==> src/lts_pkg.sv <==
// lts_pkg: shared types, codes and constants for the least loaded target selector.
// No dependencies; used by the top level, controller and datapath of the block and by its checker.
`default_nettype none

package lts_pkg;

    // Field widths
    localparam int ID_W    = 16;
    localparam int CNT_W   = 16;
    localparam int STAT_W  = 2;
    localparam int ENTRY_W = ID_W + CNT_W;

    // Default table depth
    localparam int MAX_TARGETS_DEF = 16;

    // Function codes
    localparam logic FUNC_UPDATE = 1'b0;
    localparam logic FUNC_CHOOSE = 1'b1;

    // Status codes
    localparam logic [STAT_W-1:0] STATUS_OK        = 2'd0;
    localparam logic [STAT_W-1:0] STATUS_NO_TARGET = 2'd1;
    localparam logic [STAT_W-1:0] STATUS_FULL      = 2'd2;

    // Input word
    typedef struct packed {
        logic             func;
        logic [ID_W-1:0]  service_id;
        logic [CNT_W-1:0] session_count;
    } item_t;

    // Result word
    typedef struct packed {
        logic [STAT_W-1:0] status;
        logic [ID_W-1:0]   chosen_id;
        logic [CNT_W-1:0]  chosen_count;
    } result_t;

    // Controller states
    typedef enum logic [1:0] {
        ST_IDLE,
        ST_SCAN,
        ST_DRAIN,
        ST_COMMIT
    } state_t;

    // Controller to datapath commands
    typedef struct packed {
        logic load;    // latch the input word, restart the scan
        logic issue;   // read the slot under the scan pointer
        logic commit;  // write back and present the result
    } ctrl_t;

    // Datapath to controller status
    typedef struct packed {
        logic scan_last;  // scan pointer is on the last slot
    } stat_t;

endpackage

`default_nettype wire

==> src/least_loaded_target_selector.sv <==
// least_loaded_target_selector: top level, joins controller and datapath.
// Depends on lts_pkg, lts_ctrl, lts_dp (and lts_ram below it).
//
// Usage:
//   Input channel: a word (item) is taken at a rising edge where start is high
//   and busy is low. func 0 updates or inserts a target's session count,
//   func 1 picks the target with the smallest count (smallest id on a tie)
//   and bumps its count, saturating at the maximum.
//   Result channel: one word per input word on result, marked by done for a
//   single cycle. The receiver cannot stall; the word must be taken then.
//   Timing: every word scans the whole table through the registered read
//   port of the slot memory, one slot per cycle. busy stays high through
//   the scan, drain and commit states after acceptance; done shows in the
//   cycle after commit, when busy is low again, and a new word may be
//   started in that same cycle. No new word is taken before the last is done.
//   Reset: rst_n clears all slot valid bits, so the table starts empty; the
//   slot memory itself is not cleared and needs no clearing pass.
`default_nettype none

module least_loaded_target_selector #(
    parameter int MAX_TARGETS = lts_pkg::MAX_TARGETS_DEF
) (
    input  wire              clk,
    input  wire              rst_n,
    input  wire              start,
    input  lts_pkg::item_t   item,
    output logic             busy,
    output logic             done,
    output lts_pkg::result_t result
);

    lts_pkg::ctrl_t ctrl;
    lts_pkg::stat_t stat;

    lts_ctrl u_ctrl (
        .clk   (clk),
        .rst_n (rst_n),
        .start (start),
        .stat  (stat),
        .ctrl  (ctrl),
        .busy  (busy)
    );

    lts_dp #(
        .MAX_TARGETS (MAX_TARGETS)
    ) u_dp (
        .clk    (clk),
        .rst_n  (rst_n),
        .item   (item),
        .ctrl   (ctrl),
        .stat   (stat),
        .done   (done),
        .result (result)
    );

endmodule

`default_nettype wire

==> src/lts_ram.sv <==
// lts_ram: generic simple dual-port RAM, one write and one registered read port.
// No dependencies.
`default_nettype none

module lts_ram #(
    parameter int WIDTH = 32,
    parameter int DEPTH = 16
) (
    input  wire                      clk,
    input  wire                      we,
    input  wire  [$clog2(DEPTH)-1:0] waddr,
    input  wire  [WIDTH-1:0]         wdata,
    input  wire  [$clog2(DEPTH)-1:0] raddr,
    output logic [WIDTH-1:0]         rdata
);

    logic [WIDTH-1:0] mem [DEPTH];
    logic [WIDTH-1:0] rdata_reg;

    // Write port
    always_ff @(posedge clk)
    begin
        if (we)
        begin
            mem[waddr] <= wdata;
        end
    end

    // Registered read port
    always_ff @(posedge clk)
    begin
        rdata_reg <= mem[raddr];
    end

    assign rdata = rdata_reg;

endmodule

`default_nettype wire

==> src/lts_ctrl.sv <==
// lts_ctrl: controller state machine of the selector (idle, scan, drain, commit).
// Depends on lts_pkg.
`default_nettype none

module lts_ctrl (
    input  wire            clk,
    input  wire            rst_n,
    input  wire            start,
    input  lts_pkg::stat_t stat,
    output lts_pkg::ctrl_t ctrl,
    output logic           busy
);

    lts_pkg::state_t state_reg;
    lts_pkg::state_t state_next;

    // State register
    always_ff @(posedge clk or negedge rst_n)
    begin
        if (!rst_n)
        begin
            state_reg <= lts_pkg::ST_IDLE;
        end
        else
        begin
            state_reg <= state_next;
        end
    end

    // Next state
    always_comb
    begin
        state_next = state_reg;
        case (state_reg)
            lts_pkg::ST_IDLE:
            begin
                if (start)
                begin
                    state_next = lts_pkg::ST_SCAN;
                end
            end
            lts_pkg::ST_SCAN:
            begin
                if (stat.scan_last)
                begin
                    state_next = lts_pkg::ST_DRAIN;
                end
            end
            lts_pkg::ST_DRAIN:
            begin
                state_next = lts_pkg::ST_COMMIT;
            end
            lts_pkg::ST_COMMIT:
            begin
                state_next = lts_pkg::ST_IDLE;
            end
            default:
            begin
                state_next = lts_pkg::ST_IDLE;
            end
        endcase
    end

    // Outputs
    always_comb
    begin
        ctrl = '0;
        busy = 1'b1;
        case (state_reg)
            lts_pkg::ST_IDLE:
            begin
                busy      = 1'b0;
                ctrl.load = start;
            end
            lts_pkg::ST_SCAN:
            begin
                ctrl.issue = 1'b1;
            end
            lts_pkg::ST_DRAIN:
            begin
                ctrl = '0;
            end
            lts_pkg::ST_COMMIT:
            begin
                ctrl.commit = 1'b1;
            end
            default:
            begin
                ctrl = '0;
            end
        endcase
    end

endmodule

`default_nettype wire

==> src/lts_dp.sv <==
// lts_dp: datapath of the selector: slot table, scan pointer, match and minimum
// trackers, write-back and result register. Depends on lts_pkg and lts_ram.
`default_nettype none

module lts_dp #(
    parameter int MAX_TARGETS = lts_pkg::MAX_TARGETS_DEF
) (
    input  wire              clk,
    input  wire              rst_n,
    input  lts_pkg::item_t   item,
    input  lts_pkg::ctrl_t   ctrl,
    output lts_pkg::stat_t   stat,
    output logic             done,
    output lts_pkg::result_t result
);

    localparam int IDX_W = $clog2(MAX_TARGETS);
    localparam logic [IDX_W-1:0] LAST_IDX = IDX_W'(MAX_TARGETS - 1);

    // Latched input word
    lts_pkg::item_t item_reg;

    // Scan pointer and read pipeline
    logic [IDX_W-1:0] idx_reg;
    logic             rd_pend_reg;
    logic             valid_q_reg;
    logic [IDX_W-1:0] slot_q_reg;

    // Slot valid bits
    logic [MAX_TARGETS-1:0] valid_reg;
    logic [MAX_TARGETS-1:0] valid_next;

    // Update trackers
    logic             match_reg,     match_next;
    logic [IDX_W-1:0] match_slot_reg, match_slot_next;
    logic             free_reg,      free_next;
    logic [IDX_W-1:0] free_slot_reg,  free_slot_next;

    // Choose trackers
    logic                      best_reg,      best_next;
    logic [IDX_W-1:0]          best_slot_reg, best_slot_next;
    logic [lts_pkg::ID_W-1:0]  best_id_reg,   best_id_next;
    logic [lts_pkg::CNT_W-1:0] best_cnt_reg,  best_cnt_next;

    // Result register
    logic             done_reg, done_next;
    lts_pkg::result_t result_reg, result_next;

    // Table memory
    logic                        ram_we;
    logic [IDX_W-1:0]            ram_waddr;
    logic [lts_pkg::ENTRY_W-1:0] ram_wdata;
    logic [lts_pkg::ENTRY_W-1:0] ram_rdata;
    logic [lts_pkg::ID_W-1:0]    rd_id;
    logic [lts_pkg::CNT_W-1:0]   rd_cnt;
    logic [lts_pkg::CNT_W-1:0]   inc_cnt;

    lts_ram #(
        .WIDTH (lts_pkg::ENTRY_W),
        .DEPTH (MAX_TARGETS)
    ) u_table (
        .clk   (clk),
        .we    (ram_we),
        .waddr (ram_waddr),
        .wdata (ram_wdata),
        .raddr (idx_reg),
        .rdata (ram_rdata)
    );

    assign rd_id  = ram_rdata[lts_pkg::ENTRY_W-1:lts_pkg::CNT_W];
    assign rd_cnt = ram_rdata[lts_pkg::CNT_W-1:0];

    // Saturating increment of the chosen count
    assign inc_cnt = (best_cnt_reg == '1) ? best_cnt_reg
                                          : lts_pkg::CNT_W'(best_cnt_reg + 1'b1);

    assign stat.scan_last = (idx_reg == LAST_IDX);

    // Trackers, write-back and result
    always_comb
    begin
        match_next      = match_reg;
        match_slot_next = match_slot_reg;
        free_next       = free_reg;
        free_slot_next  = free_slot_reg;
        best_next       = best_reg;
        best_slot_next  = best_slot_reg;
        best_id_next    = best_id_reg;
        best_cnt_next   = best_cnt_reg;
        valid_next      = valid_reg;
        done_next       = 1'b0;
        result_next     = '0;
        ram_we          = 1'b0;
        ram_waddr       = match_slot_reg;
        ram_wdata       = {item_reg.service_id, item_reg.session_count};

        if (ctrl.load)
        begin
            match_next = 1'b0;
            free_next  = 1'b0;
            best_next  = 1'b0;
        end

        // Look at the word read in the previous cycle
        if (rd_pend_reg)
        begin
            if (valid_q_reg)
            begin
                if (rd_id == item_reg.service_id)
                begin
                    match_next      = 1'b1;
                    match_slot_next = slot_q_reg;
                end
                if (!best_reg || (rd_cnt < best_cnt_reg) ||
                    ((rd_cnt == best_cnt_reg) && (rd_id < best_id_reg)))
                begin
                    best_next      = 1'b1;
                    best_slot_next = slot_q_reg;
                    best_id_next   = rd_id;
                    best_cnt_next  = rd_cnt;
                end
            end
            else if (!free_reg)
            begin
                free_next      = 1'b1;
                free_slot_next = slot_q_reg;
            end
        end

        if (ctrl.commit)
        begin
            done_next          = 1'b1;
            result_next.status = lts_pkg::STATUS_OK;
            if (item_reg.func == lts_pkg::FUNC_CHOOSE)
            begin
                if (best_reg)
                begin
                    ram_we                   = 1'b1;
                    ram_waddr                = best_slot_reg;
                    ram_wdata                = {best_id_reg, inc_cnt};
                    result_next.chosen_id    = best_id_reg;
                    result_next.chosen_count = inc_cnt;
                end
                else
                begin
                    result_next.status = lts_pkg::STATUS_NO_TARGET;
                end
            end
            else if (item_reg.service_id != '0)
            begin
                if (match_reg)
                begin
                    ram_we    = 1'b1;
                    ram_waddr = match_slot_reg;
                end
                else if (free_reg)
                begin
                    ram_we                    = 1'b1;
                    ram_waddr                 = free_slot_reg;
                    valid_next[free_slot_reg] = 1'b1;
                end
                else
                begin
                    result_next.status = lts_pkg::STATUS_FULL;
                end
            end
        end
    end

    // Control registers
    always_ff @(posedge clk or negedge rst_n)
    begin
        if (!rst_n)
        begin
            idx_reg     <= '0;
            rd_pend_reg <= 1'b0;
            valid_reg   <= '0;
            match_reg   <= 1'b0;
            free_reg    <= 1'b0;
            best_reg    <= 1'b0;
            done_reg    <= 1'b0;
        end
        else
        begin
            rd_pend_reg <= ctrl.issue;
            valid_reg   <= valid_next;
            match_reg   <= match_next;
            free_reg    <= free_next;
            best_reg    <= best_next;
            done_reg    <= done_next;
            if (ctrl.load)
            begin
                idx_reg <= '0;
            end
            else if (ctrl.issue)
            begin
                idx_reg <= IDX_W'(idx_reg + 1'b1);
            end
        end
    end

    // Payload registers
    always_ff @(posedge clk)
    begin
        if (ctrl.load)
        begin
            item_reg <= item;
        end
        if (ctrl.issue)
        begin
            valid_q_reg <= valid_reg[idx_reg];
            slot_q_reg  <= idx_reg;
        end
        match_slot_reg <= match_slot_next;
        free_slot_reg  <= free_slot_next;
        best_slot_reg  <= best_slot_next;
        best_id_reg    <= best_id_next;
        best_cnt_reg   <= best_cnt_next;
        result_reg     <= result_next;
    end

    assign done   = done_reg;
    assign result = result_reg;

endmodule

`default_nettype wire

==> config.mk <==
export PLATFORM = sky130hd
export DESIGN_NAME = least_loaded_target_selector
export DESIGN_NICKNAME = d
export VERILOG_FILES = /design/src/lts_pkg.sv /design/src/least_loaded_target_selector.sv /design/src/lts_ram.sv /design/src/lts_ctrl.sv /design/src/lts_dp.sv
export SDC_FILE = /design/constraint.sdc
export NUM_CORES = 1
export LEC_CHECK = 0
export BUFFER_PORTS_ARGS = -buffer_cell sky130_fd_sc_hd__buf_2
export CAP_MARGIN = 40
export CORE_MARGIN = 2
export CORE_UTILIZATION = 55
export CTS_CLUSTER_SIZE = 14
export DETAILED_ROUTE_END_ITERATION = 7
export GPL_TIMING_DRIVEN = 0
export PLACE_DENSITY_LB_ADDON = 0.12
export SLEW_MARGIN = 10
export SYNTH_ARGS = -nofsm -noshare
export SYNTH_HDL_FRONTEND = slang
export SYNTH_HIERARCHICAL = 1
export SYNTH_SLANG_ARGS = --single-unit
==> constraint.sdc <==
create_clock -name clk -period 6.5 [get_ports clk]
set_clock_uncertainty 0.15 [all_clocks]
set_input_delay 1.3 -clock clk [delete_from_list [all_inputs] [get_ports clk]]
set_output_delay 1.3 -clock clk [all_outputs]
set_load 0.1 [all_outputs]
==> flow_metrics.py <==
metrics = {
    "outcome": {
        "outcome": "completed",
    },
    "placement": {
        "placed_cells": 2081,
        "hpwlAfterDp_um": 41200,
        "gp_congestion": 0.864,
        "io_buffers": 71,
        "dp_slack_ps": 1910,
    },
    "route": {
        "viasPerCell": 6.23,
        "drt-pass1-iter-count": 5,
        "wl_per_cell_um": 28.3,
        "routed-via-count": 13800,
        "ant_nets": 0,
        "drc": 0,
        "drtIter0Drc": 1696,
        "wl_um": 62600,
    },
    "synthesis": {
        "synth_top_area_share": 0.680,
        "synth-compound-area-share": 0.0464,
        "synth-xor-area-share": 0.00964,
        "synth.cell_area_mm2": 0.0262,
        "synth-simple-area-share": 0.0352,
        "synth_ff_type": "edfxtp_1",
        "synth_enable_flop_cells": 594,
        "seq_area_frac_synth": 0.757,
        "synthAdderAreaFrac": 0.0181,
        "synth_common_cells": "edfxtp_1, mux4_2, dfxtp_1, a22oi_1, nand2_1",
        "yosysTopAreaCell": "edfxtp_1",
        "synthMuxAreaShare": 0.118,
        "yosysUniqueCellTypes": 59,
        "yosys-top-cells-area": "edfxtp_1, mux4_2, dfxtp_1",
        "synth_top_family_by_area": "multiplexers",
        "synth_area_per_cell_um2": 19.3,
        "synth_seq_cells": 687,
        "yosysWarnings": 6,
        "netlist_instances": 1356,
        "synth.most_common_cell": "edfxtp_1",
        "async_flop_share": 0.0393,
        "synth_fp_nets": 1430,
    },
    "clock_network": {
        "ctsHoldBuffers": 0,
        "cts.reportedPaths.clkPinSlew_ps": 60,
        "cts_buffer_depth": 3,
        "cts_setup_buffers": 0,
        "cts_sinks": 687,
        "cts_resized": 0,
        "cts_tree": "done",
        "cts_buffers": 70,
        "insertion_delay_ps": 600,
        "cts_htree_levels": 3,
        "cts_root_buffer": "clkbuf_16",
    },
    "worst_setup_path": {
        "start_kind": "flip-flop",
        "crit_top_cell": "nand2_1",
        "worst-setup-path-type": "reg2reg",
        "crit_cells": 8,
        "crit_path_end_kind": "flip-flop",
        "slowest_delay_ps": 750,
        "cp_top_family": "simple AND/OR/NAND/NOR gates",
        "r2r_cells": 8,
        "worstPathRequired_ps": 6640,
        "critPathMaxFanout": 18,
        "cp_data_arrival_time_ps": 4890,
        "cpMaxStageDelayCell": "nor4_1",
        "path_cells": "nor4_1 > a41oi_1 > nand2_1 > o22ai_1 > a21oi_1 > nand2_1 > nor2_4 > buf_12",
        "cp.buffers_inverters": 1,
    },
    "final_layout": {
        "antenna-diode-count": 0,
        "fillers": 3190,
        "largest_reg_flops": 512,
        "fin_nets": 1622,
        "drive_above_1_share": 0.252,
        "area_growth_pct": 15.9,
        "final_cells": 2212,
    },
    "die": {
        "die_w_um": 222,
        "die_area_mm2": 0.0494,
        "rows": 79,
        "dieHeight_um": 222,
        "core_mm2": 0.0468,
        "io_pins": 72,
        "start_util": 0.561,
    },
    "global_route": {
        "grt_pass1_wl_um": 91700,
        "grt_use_total": 0.260,
        "antenna_found_initial": 0,
        "grt_overflow_total": 0,
        "grt_pass1_vias": 13800,
        "grt_max_degree": 28,
    },
    "hold_path": {
        "hold_path_depth": 0,
        "hold_class": "reg2reg",
    },
    "timing": {
        "fin_ws_ps": 1750,
        "slew_violations": 0,
        "fmax_mhz": 211,
        "relSlewSlack": 0.374,
        "setup-violations-final": 0,
        "rsz0062_at_grt": "no",
        "tightest_slew_ps": 933,
        "finalCritPeriodShare": 0.730,
        "hold_viol": 0,
        "min_period_ps": 4750,
    },
    "pwr": {
        "finalPower_mw": 13.2,
        "cellLeakagePower_nw": 10.4,
        "power.density_mw_per_mm2": 434,
        "irDropWorstVdd_mv": 0.219,
    },
    "flow_run": {
        "drv_cap": 0,
    },
}
[cell families (layout without fill, tap and decap cells)]
logic type / Yosys count / after routing
flops: 687 / 687
simple gates: 188 / 188
mux: 141 / 141
compound gates: 171 / 171
buf+inv: 103 / 352
fa+ha+maj: 38 / 38
xor+xnor: 28 / 28
[report_power, final]
part / switching (mW) / internal, mW
sequential: 0.265 / 5.55
clock: 1.62 / 2.37
combinational: 2.13 / 1.27
[layer usage]
layer / GRT usage / share of wire / up-vias
li1: - / - / 5853
met4: 0.0726 / 0.023 / 0
met2: 0.398 / 0.47 / 615
met5: 0 / 0 / -
met1: 0.383 / 0.42 / 7199
met3: 0.0555 / 0.087 / 103
[metrics by stage]
stage / hold WS (ps) / area (um2) / setup TNS [ps] / utilization
global placement: 270 / 27300 / -249420 / 0.585
floorplan: 258 / 26200 / 0 / -
CTS: 289 / 30400 / 0 / 0.650
global route: 295 / 30400 / 0 / 0.650
finish: 289 / 30400 / 0 / 0.650
detailed placement: 264 / 28100 / 0 / 0.601
[path summary, 6_finish.rpt]
check / end / slack (ps) / from
setup / recovery: u_dp/u_table/mem[3][26] / 1750 / u_dp/item_reg[18]
hold / removal: u_dp/best_cnt_reg[0] / 290 / u_dp/u_table/rdata[0]
setup reg to reg: u_dp/u_table/mem[3][26] / 1750 / u_dp/item_reg[18]
hold reg to reg: u_dp/best_cnt_reg[0] / 290 / u_dp/u_table/rdata[0]
max in group asynchronous: u_dp/free_reg / 5230 / rst_n
min in group asynchronous: u_dp/idx_reg[1] / 570 / rst_n
[final cells by class]
cell class / instances / area (um2) / share of cell area
Inverter: 47 / 176 / 0.00581
Timing Repair Buffer: 120 / 1010 / 0.0331
Buffer: 56 / 253 / 0.00832
Clock inverter: 28 / 312 / 0.0103
Clock buffer: 101 / 1980 / 0.0652
Multi-Input combinational cell: 566 / 6070 / 0.200
Tap cell: 607 / 759 / 0.0250
Sequential cell: 687 / 19800 / 0.653
[layout by cell type (no fill, tap or decap), drive strengths merged, types with 4 or more instances in the layout]
cell type	Yosys	routed
nor2	51	51
edfxtp	594	594
o22ai	7	7
a21o	25	25
dfrtp	27	27
ha	38	38
inv	47	51
and3	5	5
clkinv	0	17
o21ai	17	17
a31o	4	4
mux2	4	4
nand2	63	63
or3	5	5
bufinv	0	6
clkbuf	29	130
dfxtp	66	66
buf	27	147
nand4	13	13
and2	5	5
mux4	133	133
xor2	18	18
nor3	12	12
nand2b	6	6
o21bai	11	11
nand3	9	9
a21oi	17	17
mux2i	4	4
xnor2	10	10
o31ai	5	5
a22oi	65	65
nor4	10	10
Note: power is estimated with default switching activity, not from simulation.
